**src/hdl/aps_pkg.sv**
```systemverilog
package aps_pkg;

  // Default sizing, handed down through the top-level parameters
  localparam int MAX_ALARMS_DEF   = 8;
  localparam int HANDLER_BITS_DEF = 8;
  localparam int HANDLER_WIDE     = 16;

  // Command actions
  localparam logic ACT_ADD  = 1'b0;
  localparam logic ACT_TICK = 1'b1;

  // Result kinds
  localparam logic [1:0] KIND_ADD_OK = 2'd0;
  localparam logic [1:0] KIND_REJECT = 2'd1;
  localparam logic [1:0] KIND_FIRED  = 2'd2;
  localparam logic [1:0] KIND_NONE   = 2'd3;

  typedef struct packed {
    logic        action;
    logic [31:0] delay;
    logic [7:0]  handler_id;
    logic [15:0] elapsed;
  } cmd_t;

  typedef struct packed {
    logic [1:0] kind;
    logic [7:0] fired_handler;
    logic [3:0] active_count;
    logic       last;
  } res_t;

  // Per-cycle control shared by every cell of the chain
  typedef struct packed {
    logic insert;
    logic rotate;
  } cell_ctl_t;

endpackage

```
**src/hdl/aps_cell.sv**
```systemverilog
module aps_cell #(
  parameter int HANDLER_BITS = aps_pkg::HANDLER_BITS_DEF
) (
  input  logic                    clk,
  input  logic                    rst,
  input  aps_pkg::cell_ctl_t      ctl,
  input  logic                    hole_in,
  output logic                    hole_out,
  input  logic                    prev_valid,
  input  logic [31:0]             prev_deadline,
  input  logic [HANDLER_BITS-1:0] prev_handler,
  input  logic                    next_valid,
  input  logic [31:0]             next_deadline,
  input  logic [HANDLER_BITS-1:0] next_handler,
  output logic                    valid,
  output logic [31:0]             deadline,
  output logic [HANDLER_BITS-1:0] handler
);
  import aps_pkg::*;

  logic take_prev;

  // Shift down on insert only up to and including the first empty cell
  assign take_prev = ctl.insert && !hole_in;
  assign hole_out  = hole_in || !valid;

  // Occupancy flag
  always_ff @(posedge clk) begin
    if (rst) begin
      valid <= 1'b0;
    end else if (take_prev) begin
      valid <= prev_valid;
    end else if (ctl.rotate) begin
      valid <= next_valid;
    end
  end

  // Alarm payload
  always_ff @(posedge clk) begin
    if (take_prev) begin
      deadline <= prev_deadline;
      handler  <= prev_handler;
    end else if (ctl.rotate) begin
      deadline <= next_deadline;
      handler  <= next_handler;
    end
  end

endmodule

```
**src/hdl/alarm_pool_scheduler.sv**
```systemverilog
// Alarm pool scheduler.
// Command channel: a command beat is taken at a rising edge with start high and
// busy low. An add command stores an alarm due at time + delay; a tick command
// advances time by elapsed and fires every due alarm, newest first.
// Result channel: each result beat sits on result for one cycle with done high.
// The receiver cannot stall; every beat must be taken when shown.
// Flow: an add answers in the cycle after it is taken and leaves busy low,
// so adds may follow every cycle. A tick advances time at the edge that takes
// it, then holds busy while the alarm chain rotates cell by cell past the
// single deadline comparator at its head, and while it closes. The closing
// beat shows in the same cycle that busy falls, so the next command can be
// taken while it shows, but not before. Fired beats appear during the
// rotation, each one held back until the next is found, so the final one
// carries last.
// A tick gives one result beat per fired alarm, or one "none" beat.
// Reset (rst, synchronous) clears time and the alarm count and empties all cells.
module alarm_pool_scheduler #(
  parameter int MAX_ALARMS   = aps_pkg::MAX_ALARMS_DEF,
  parameter int HANDLER_BITS = aps_pkg::HANDLER_BITS_DEF
) (
  input  logic          clk,
  input  logic          rst,
  input  logic          start,
  output logic          busy,
  input  aps_pkg::cmd_t command,
  output logic          done,
  output aps_pkg::res_t result
);
  import aps_pkg::*;

  localparam int COUNT_W = $clog2(MAX_ALARMS + 1);
  localparam int STEP_W  = (MAX_ALARMS > 1) ? $clog2(MAX_ALARMS) : 1;

  localparam logic [1:0] ST_IDLE   = 2'd0;
  localparam logic [1:0] ST_WALK   = 2'd1;
  localparam logic [1:0] ST_FINISH = 2'd2;

  logic [1:0]              state;
  logic [31:0]             cur_time;
  logic [COUNT_W-1:0]      pending;
  logic [STEP_W-1:0]       step;
  logic                    held_valid;
  logic [HANDLER_BITS-1:0] held_handler;
  logic [COUNT_W-1:0]      held_count;

  logic                    accept;
  logic                    pool_full;
  logic                    expire;
  logic [COUNT_W-1:0]      pending_dec;
  logic [31:0]             new_deadline;
  logic [HANDLER_WIDE-1:0] hid_wide;
  logic [HANDLER_WIDE-1:0] held_wide;
  logic [HANDLER_WIDE-1:0] zero_cnt_dummy;
  cell_ctl_t               ctl;

  logic                    c_valid    [MAX_ALARMS];
  logic [31:0]             c_deadline [MAX_ALARMS];
  logic [HANDLER_BITS-1:0] c_handler  [MAX_ALARMS];
  logic                    hole       [MAX_ALARMS+1];

  assign busy         = (state != ST_IDLE);
  assign accept       = start && !busy;
  assign pool_full    = (pending == COUNT_W'(MAX_ALARMS));
  assign pending_dec  = pending - COUNT_W'(1);
  assign new_deadline = cur_time + command.delay;
  assign hid_wide     = HANDLER_WIDE'(command.handler_id);
  assign held_wide    = HANDLER_WIDE'(held_handler);
  assign zero_cnt_dummy = '0;

  // Head of the chain decides; a due alarm leaves, others rotate to the tail
  assign expire = c_valid[0] && (c_deadline[0] <= cur_time);

  assign ctl.insert = accept && (command.action == ACT_ADD) && !pool_full;
  assign ctl.rotate = (state == ST_WALK);

  assign hole[0] = 1'b0;

  // Chain of alarm cells, newest in cell 0
  for (genvar i = 0; i < MAX_ALARMS; i++) begin : g_cell
    logic                    pv;
    logic [31:0]             pd;
    logic [HANDLER_BITS-1:0] ph;
    logic                    nv;
    logic [31:0]             nd;
    logic [HANDLER_BITS-1:0] nh;

    if (i == 0) begin : g_head
      assign pv = 1'b1;
      assign pd = new_deadline;
      assign ph = hid_wide[HANDLER_BITS-1:0];
    end else begin : g_body
      assign pv = c_valid[i-1];
      assign pd = c_deadline[i-1];
      assign ph = c_handler[i-1];
    end

    if (i == MAX_ALARMS - 1) begin : g_tail
      assign nv = c_valid[0] && !expire;
      assign nd = c_deadline[0];
      assign nh = c_handler[0];
    end else begin : g_mid
      assign nv = c_valid[i+1];
      assign nd = c_deadline[i+1];
      assign nh = c_handler[i+1];
    end

    aps_cell #(
      .HANDLER_BITS(HANDLER_BITS)
    ) u_cell (
      .clk          (clk),
      .rst          (rst),
      .ctl          (ctl),
      .hole_in      (hole[i]),
      .hole_out     (hole[i+1]),
      .prev_valid   (pv),
      .prev_deadline(pd),
      .prev_handler (ph),
      .next_valid   (nv),
      .next_deadline(nd),
      .next_handler (nh),
      .valid        (c_valid[i]),
      .deadline     (c_deadline[i]),
      .handler      (c_handler[i])
    );
  end

  // Sequencer, time and count
  always_ff @(posedge clk) begin
    if (rst) begin
      state      <= ST_IDLE;
      cur_time   <= '0;
      pending    <= '0;
      step       <= '0;
      held_valid <= 1'b0;
      done       <= 1'b0;
    end else begin
      done <= 1'b0;
      unique case (state)
        ST_IDLE: begin
          if (accept) begin
            if (command.action == ACT_ADD) begin
              done <= 1'b1;
              if (!pool_full) begin
                pending <= pending + COUNT_W'(1);
              end
            end else begin
              cur_time   <= cur_time + 32'(command.elapsed);
              step       <= '0;
              held_valid <= 1'b0;
              state      <= ST_WALK;
            end
          end
        end
        ST_WALK: begin
          step <= step + STEP_W'(1);
          if (expire) begin
            pending    <= pending_dec;
            held_valid <= 1'b1;
            done       <= held_valid;
          end
          if (step == STEP_W'(MAX_ALARMS - 1)) begin
            state <= ST_FINISH;
          end
        end
        ST_FINISH: begin
          done  <= 1'b1;
          state <= ST_IDLE;
        end
        default: begin
          state <= ST_IDLE;
        end
      endcase
    end
  end

  // Held fired alarm, released once the next one is found or the walk ends
  always_ff @(posedge clk) begin
    if (state == ST_WALK && expire) begin
      held_handler <= c_handler[0];
      held_count   <= pending_dec;
    end
  end

  // Result beat
  always_ff @(posedge clk) begin
    unique case (state)
      ST_IDLE: begin
        result.kind          <= pool_full ? KIND_REJECT : KIND_ADD_OK;
        result.fired_handler <= zero_cnt_dummy[7:0];
        result.active_count  <= pool_full ? 4'(pending) : 4'(pending + COUNT_W'(1));
        result.last          <= 1'b1;
      end
      ST_WALK: begin
        result.kind          <= KIND_FIRED;
        result.fired_handler <= held_wide[7:0];
        result.active_count  <= 4'(held_count);
        result.last          <= 1'b0;
      end
      ST_FINISH: begin
        result.kind          <= held_valid ? KIND_FIRED : KIND_NONE;
        result.fired_handler <= held_valid ? held_wide[7:0] : zero_cnt_dummy[7:0];
        result.active_count  <= held_valid ? 4'(held_count) : 4'(pending);
        result.last          <= 1'b1;
      end
      default: begin
        result <= '0;
      end
    endcase
  end

endmodule

```
**config.mk**
```make
export PLATFORM = sky130hd
export DESIGN_NAME = alarm_pool_scheduler
export DESIGN_NICKNAME = d
export VERILOG_FILES = /design/src/hdl/aps_pkg.sv /design/src/hdl/aps_cell.sv /design/src/hdl/alarm_pool_scheduler.sv
export SDC_FILE = /design/constraint.sdc
export NUM_CORES = 1
export LEC_CHECK = 0
export ABC_AREA = 0
export ABC_CLOCK_PERIOD_IN_PS = 4500
export BUFFER_PORTS_ARGS = -buffer_cell sky130_fd_sc_hd__buf_2
export CAP_MARGIN = 10
export CORE_ASPECT_RATIO = 0.6
export CORE_UTILIZATION = 45
export CTS_CLUSTER_DIAMETER = 150
export DETAILED_ROUTE_END_ITERATION = 8
export PLACE_DENSITY = 0.68
export SLEW_MARGIN = 10
export SYNTH_ARGS = -nofsm -noshare
export SYNTH_HDL_FRONTEND = slang
export SYNTH_SLANG_ARGS = --single-unit
```
**constraint.sdc**
```tcl
create_clock -name clk -period 4.5 [get_ports clk]
set_clock_uncertainty 0.2 [all_clocks]
set_input_delay 0.9 -clock clk [delete_from_list [all_inputs] [get_ports clk]]
set_output_delay 0.9 -clock clk [all_outputs]
set_load 0.05 [all_outputs]
```
==> results of run 1 <==
==> cells in the mapped netlist, drive strengths merged (5+ instances only) <==
library cell	n	share of area [%]
clkbuf	46	0.87
a21oi	83	2.1
o31ai	7	0.34
dfxtp	66	6.7
nor2b	12	0.38
inv	66	1.3
nand4	23	0.73
nor4	8	0.29
or3	7	0.22
nand2	368	7.0
xnor2	33	1.5
a211o	5	0.27
nor3	8	0.20
a2111oi	5	0.25
and2	11	0.35
a211oi	11	0.42
o211ai	8	0.30
o21ai	61	1.5
mux2i	7	0.36
nand2b	7	0.22
and3	7	0.22
nand3	21	0.58
a21o	17	0.65
xor2	17	0.75
nor2	62	1.2
buf	23	0.51
o21bai	7	0.27
ha	88	5.6
edfxtp	332	51
a31oi	8	0.25
mux2	204	12
==> path summary, 6_finish.rpt <==
kind | endpoint | depth (start not counted) | startpoint | slack (ns)
setup reg to reg | done$_SDFF_PP0_ | 12 | cur_time[13]$_SDFFE_PP0P_ | 0.81
setup / recovery | done$_SDFF_PP0_ | 12 | cur_time[13]$_SDFFE_PP0P_ | 0.81
hold / removal | result[8]$_DFF_P_ | 1 | held_handler[3]$_DFFE_PP_ | 0.24
hold reg to reg | result[8]$_DFF_P_ | 1 | held_handler[3]$_DFFE_PP_ | 0.24
==> per-stage QoR <==
stage | util [%] | setup slack (ns) | std cells | power [mW]
2_1_floorplan | - | 0.573 | 1681 | 4.95
3_5_place_dp | 48.4 | 0.382 | 2300 | 5.26
5_1_grt | 51.2 | 0.489 | 2368 | 8.79
6_report | 51.2 | 0.814 | 2368 | 8.48
4_1_cts | 51.2 | 0.822 | 2368 | 8.53
3_3_place_gp | 48.4 | 0.435 | 2300 | 5.23
==> cells by family after synthesis <==
| group | Yosys count | synth area share (%) |
|---|---|---|
| AOI/OAI and AO/OA | 254 | 8.43 |
| xor gates and xnor gates | 50 | 2.22 |
| adders and majority gates | 90 | 5.78 |
| buffers and inverters | 135 | 2.64 |
| DFF | 398 | 57.2 |
| muxes | 211 | 12.0 |
| and+or+nand+nor | 543 | 11.7 |
==> power groups by stage <==
stage	logic, mW	clock network, mW	registers (mW)
detailed placement	0.838	0	4.43
global route	0.933	3.49	4.37
floorplan	0.551	0	4.40
CTS	0.843	3.34	4.35
global placement	0.811	0	4.42
finish	0.844	3.29	4.35
==> metal layers <==
layer	vias to the layer above	track usage (%)	share of wire, %
met1	6694	33.4	48
li1	6258	-	-
met4	0	3.19	1.0
met3	53	4.06	7.2
met2	449	35.0	44
met5	-	0	0
==> layout by cell type, fill, tap and decap left out, types with 7 or more instances in the layout <==
cell,netlist,routed
a31oi_1,8,8
and2_1,11,11
mux2_2,190,190
mux2i_1,7,7
nor2_1,61,60
dfxtp_1,66,66
nand4_1,23,23
nor3_1,8,8
nand3_1,19,17
nor2b_1,12,12
clkbuf_16,0,38
clkinv_1,0,7
a21oi_1,81,81
ha_1,88,88
nand2_2,0,11
o21ai_0,59,59
mux2_1,14,14
buf_4,0,28
buf_2,11,76
nand2_1,368,357
o211ai_1,8,8
clkbuf_1,46,7
a21o_1,17,17
xnor2_1,33,33
edfxtp_1,332,332
o21bai_1,7,7
or3_1,7,7
inv_1,65,65
a211oi_1,11,11
nand2b_1,7,7
xor2_1,17,17
==> critical path: stages (launching register included) <==
cell and delay, ns:
dfxtp_1 0.40, inv_1 0.07, ha_1 0.30, nand4_1 0.20
nor4_1 0.81, nand2_1 0.12, a22o_1 0.28, a21oi_1 0.13
buf_4 0.18, nor2b_1 0.35, buf_4 0.32, a221oi_1 0.11
nor3_1 0.13
==> flip-flops by register name, summed over array words and instances, names as in the netlist <==
name	count
result	15
g_cell.u_cell.deadline	256
done	1
step	3
state	2
held_valid	1
g_cell.u_cell.valid	8
g_cell.u_cell.handler	64
held_count	4
held_handler	8
pending	4
cur_time	32
==> cell type report <==
type	instances	area (sq um)
sequential	398	11300
clock inverter	23	258
tap	579	724
clock buffer	45	977
multi-input combinational	1148	7980
timing repair buffer	109	691
fill	3785	21100
inverter	66	248
==> results by group, run 1 <==
Outcome
  • Status: completed

Floorplan
  • Initial Util: between 40% and 50%
  • Die width: between 200 and 300 um
  • Top Ports: 77
  • Die area: 44700 sq um
  • Total core area: roughly 43000 sq um
  • Core Rows: between 50 and 60
  • Die Y: ~160 um

Cells and area
  • Number of diodes: 0
  • Area Overhead vs Synth: 12.3%
  • Layout Cell Area excl Fill: roughly 22000 sq um
  • Layout cells sized above 1: between 20% and 30%
  • Final #Nets: 1911

Setup path
  • Required time worst endpoint: around 4.8 ns
  • CP Class: flip-flop to flip-flop
  • Worst setup SP type: flip-flop
  • Crit-path max FO: 12
  • Critical path endpoint category: flip-flop
  • Critical path arrival: a little under 4 ns

Power
  • Net Sw Frac: 25.0%
  • Leakage power: roughly 8.5 nW
  • P per Cell Area: about 380 nW/um^2
  • Combinational share of power: 9.9%
  • Peak VDD IR: about 330 uV
  • Internal power: ~6.4 mW
  • Sequential Power Share: between 50% and 60%
  • Clock share of power: between 30% and 40%
  • Net switching power: about 2.1 mW

Synthesis
  • #FFs+latches synth: around 400
  • Sequential-to-total area share from yosys stat: a little under three fifths
  • Primary FF master, synth: edfxtp_1
  • Synth Net Count: ~1800
  • YS warnings: 0
  • Post-synth cell types: 72
  • Async S/R FF share, synth: 0%
  • Synth Instances: between 1500 and 2000
  • Number of synthesized flops with an enable pin: between 300 and 400
  • Cell Area, Synth: just under 20000 sq um
  • Avg Synthesized Cell Area: 11.7 sq um

Clock network
  • Root Buffer: clkbuf_16
  • CTS resizes: 0
  • Number of hold buffers added after cts: 0
  • Worst-path clk slew: 0.07 ns
  • Clock Sinks: approximately 400
  • CTS tree: yes
  • H-tree Lvls: 2
  • Clk_lat worst skew: 0.56 ns
  • CTS buffer count: 38
  • CTS max path bufs: 3
  • Post-CTS setup buffers: 0

Timing
  • Fmax: 0.271 GHz
  • Final worst path period share: 81.9%
  • Post-layout min period: ~3.7 ns
  • Min Hold Slack: between 0.2 and 0.25 ns
  • Fin. Hold Viols: 0
  • Measured slew at the worst slew-check pin: around 1.1 ns
  • Slew headroom: approximately 24%
  • Fin. max-slew vios: 0
  • RSZ-0062 raised after global routing: no
  • Endpoints failing setup: 0
  • Sum Neg Setup Slack: 0 ns

Drt
  • # DRC: 0
  • Routed vias/inst: around 5.7
  • Detail Route Antenna Nets: 0
  • WL per Instance: approximately 21 um
  • Final wirelength: 49700 um
  • DRT Pass-1 Iters: 8
  • Via count: roughly 13000
  • Initial drt markers: 1061

Flow run
  • Max cap viols: 0

Placement
  • GP Congestion: between 0.9 and 1
  • Placed inst area: about 21000 sq um
  • HPWL Detailed: 32900 um
  • Port bufs: 76

Min path
  • Min-delay worst type: flip-flop to flip-flop

Global routing
  • Number of global-route vias before repair: between 10000 and 15000
  • Largest net degree at the start of global routing: 70
  • Antenna violations before repair: 0
  • GRT Util Overall: about 23%
  • Global-route wire length before repair: roughly 77000 um
  • Total gr overflow: 0
Power figures use the tool's default switching activity.
==> run 2: changes to the inputs <==
Settings changed: ABC_CLOCK_PERIOD_IN_PS 4500 to 3000, PLACE_DENSITY 0.68 to 0.7.
Clock period 4.5 ns to 3 ns, I/O delays scaled along.
==> results by group, run 2 (synthesis results as in run 1) <==
Timing
  • Final worst path period share: 106%
  • Endpoints failing setup: 21
  • Post-layout min period: roughly 3.2 ns
  • Sum Neg Setup Slack: -1.27 ns
  • Fmax: approximately 0.31 GHz
  • RSZ-0062 raised after global routing: yes
  • Fin. max-slew vios: 0
  • Measured slew at the worst slew-check pin: around 0.7 ns
  • Setup WS post-layout: -0.189 ns
  • Min Hold Slack: about 0.12 ns
  • Slew headroom: between 50% and 60%
  • Fin. Hold Viols: 0

Global routing
  • GRT Util Overall: between 20% and 30%
  • Total gr overflow: 0
  • GR peak layer: met2
  • Number of global-route vias before repair: around 14000
  • M2 GR Usage: between 30% and 40%
  • Largest net degree at the start of global routing: 70
  • Global-route wire length before repair: around 81000 um
  • GR Util met1: 35.0%
  • Antenna violations before repair: 0
  • GRT met3 Usage: under 10%

Floorplan
  • Die area: 44700 sq um
  • Core Rows: slightly below 60
  • Die width: 272 um
  • Top Ports: 77
  • Initial Util: between 40% and 50%
  • Total core area: 43300 sq um
  • Die Y: 164 um

Cells and area
  • Top flop regs: g_cell.u_cell.deadline (256), g_cell.u_cell.handler (64), cur_time (32)
  • Area Overhead vs Synth: 23.4%
  • Number of diodes: 0
  • Max reg flops: 256
  • Final #Nets: around 2100
  • Layout cells sized above 1: between 30% and 40%
  • Biggest register: g_cell.u_cell.deadline
  • Most frequent cells in the layout: 352 x nand2_1, 332 x edfxtp_1, 189 x mux2_2
  • Commonest non-fill, non-tap cell in the layout: nand2_1
  • Final core utilization: between 50% and 60%

Drt
  • Routed vias/inst: roughly 5.6
  • Via count: 14300
  • # DRC: 0
  • Detail Route Antenna Nets: 0
  • Initial drt markers: around 1200
  • Final wirelength: around 52000 um
  • DRT Pass-1 Iters: 5
  • WL per Instance: just over 20 um

Placement
  • HPWL Detailed: approximately 36000 um
  • Port bufs: 76
  • GP Congestion: roughly 0.88

Clock network
  • Clock Sinks: about 400
  • CTS max path bufs: 3
  • Root Buffer: clkbuf_16
  • H-tree Lvls: 2
  • Clk_lat worst skew: 0.55 ns
  • Worst-path clk slew: 0.07 ns
  • CTS buffer count: 38
  • Number of hold buffers added after cts: 0
  • CTS tree: yes

Setup path
  • Worst setup SP type: flip-flop
  • Required time worst endpoint: roughly 3 ns
  • Critical path arrival: around 3.3 ns
  • Critical path endpoint category: flip-flop
  • Crit-path max FO: 4
  • CP Class: flip-flop to flip-flop

Power
  • Peak VDD IR: between 400 and 500 uV
  • Internal power: between 9 and 10 mW
  • P per Cell Area: around 530 nW/um^2
  • Net Sw Frac: ~25%
  • Leakage power: ~9.6 nW
  • Net switching power: between 3 and 4 mW
  • Clock share of power: a little over a third
  • Combinational share of power: around 13%
  • Sequential Power Share: between 50% and 60%

Outcome
  • Status: finished with violations
  • Failing checks: setup timing

Flow run
  • Max cap viols: 0

Min path
  • Min-delay worst type: input port to flip-flop
-- run 2: cell types whose count changed in the layout (fill, tap and decap cells not counted), moves of 5 or more --
cell / delta
buf_6: +6
inv_6: +5
buf_4: +160
o21ai_0: -6
ha_4: +11
a21oi_1: -7
nand2_1: -5
dfxtp_2: +6
a211oi_1: -5
dfxtp_1: -10
ha_1: -11
buf_12: +15
-- run 2: worst max-delay path: stages, from the launching register on --
cell       delay, ns
dfxtp_4         0.37
ha_4            0.13
inv_2           0.04
fa_2            0.33
nor2b_1         0.18
o21ai_2         0.09
a21boi_2        0.21
o41ai_4         0.12
o31ai_4         0.48
a2111oi_4       0.15
buf_4           0.19
o31ai_4         0.22
xnor2_1         0.14
o21ai_1         0.07
-- run 2: power groups by stage --
stage	sequential, mW	combinational (mW)	clock (mW)
global route	6.53	1.81	4.98
floorplan	6.60	0.845	0
finish	6.50	1.66	4.71
detailed placement	6.62	1.54	0
global placement	6.61	1.49	0
CTS	6.50	1.59	4.78
-- run 2: path summary, 6_finish.rpt --
kind                        startpoint                                      end  slack, ns  depth (start not counted)
max           cur_time[0]$_SDFFE_PP0P_  g_cell[0].u_cell.deadline[28]$_DFFE_PP_      -0.19                         13
min                        command[17]    g_cell[0].u_cell.handler[1]$_DFFE_PP_       0.12                          3
max reg2reg   cur_time[0]$_SDFFE_PP0P_  g_cell[0].u_cell.deadline[28]$_DFFE_PP_      -0.19                         13
min reg2reg  held_handler[5]$_DFFE_PP_                       result[10]$_DFF_P_       0.24                          1
-- run 2: layer usage --
metal / up-vias / wire [um]
met4: 0 / 645
met5: - / 0
met3: 67 / 3390
met2: 454 / 23700
li1: 6639 / -
met1: 7127 / 24700
-- run 2: timing repair --
item,CTS,global route
endpoints found under the setup margin,49,50
buffers inserted,5,10
endpoints found under the hold margin,0,0
pin swaps,33,40
resized for setup,51,56
-- run 2: through the flow --
step	worst slack, ns	std cells	cell area (sq um)	total power [mW]
final	-0.189	2551	24300	12.9
after global routing	-0.281	2551	24300	13.3
after CTS	-0.155	2541	24000	12.9
after detailed placement	-0.866	2468	22500	8.16
after global placement	-0.693	2468	22500	8.10
after floorplan	-0.160	1681	19900	7.44
-- run 2: cell type report --
class / count / area (sq um)
fillers: 3621 / 18900
clock inverters: 19 / 148
well taps: 579 / 724
flip-flops and latches: 398 / 11300
inverters: 66 / 248
clock buffers: 50 / 1030
multi-input cells: 1148 / 8610
repair buffers: 291 / 2270
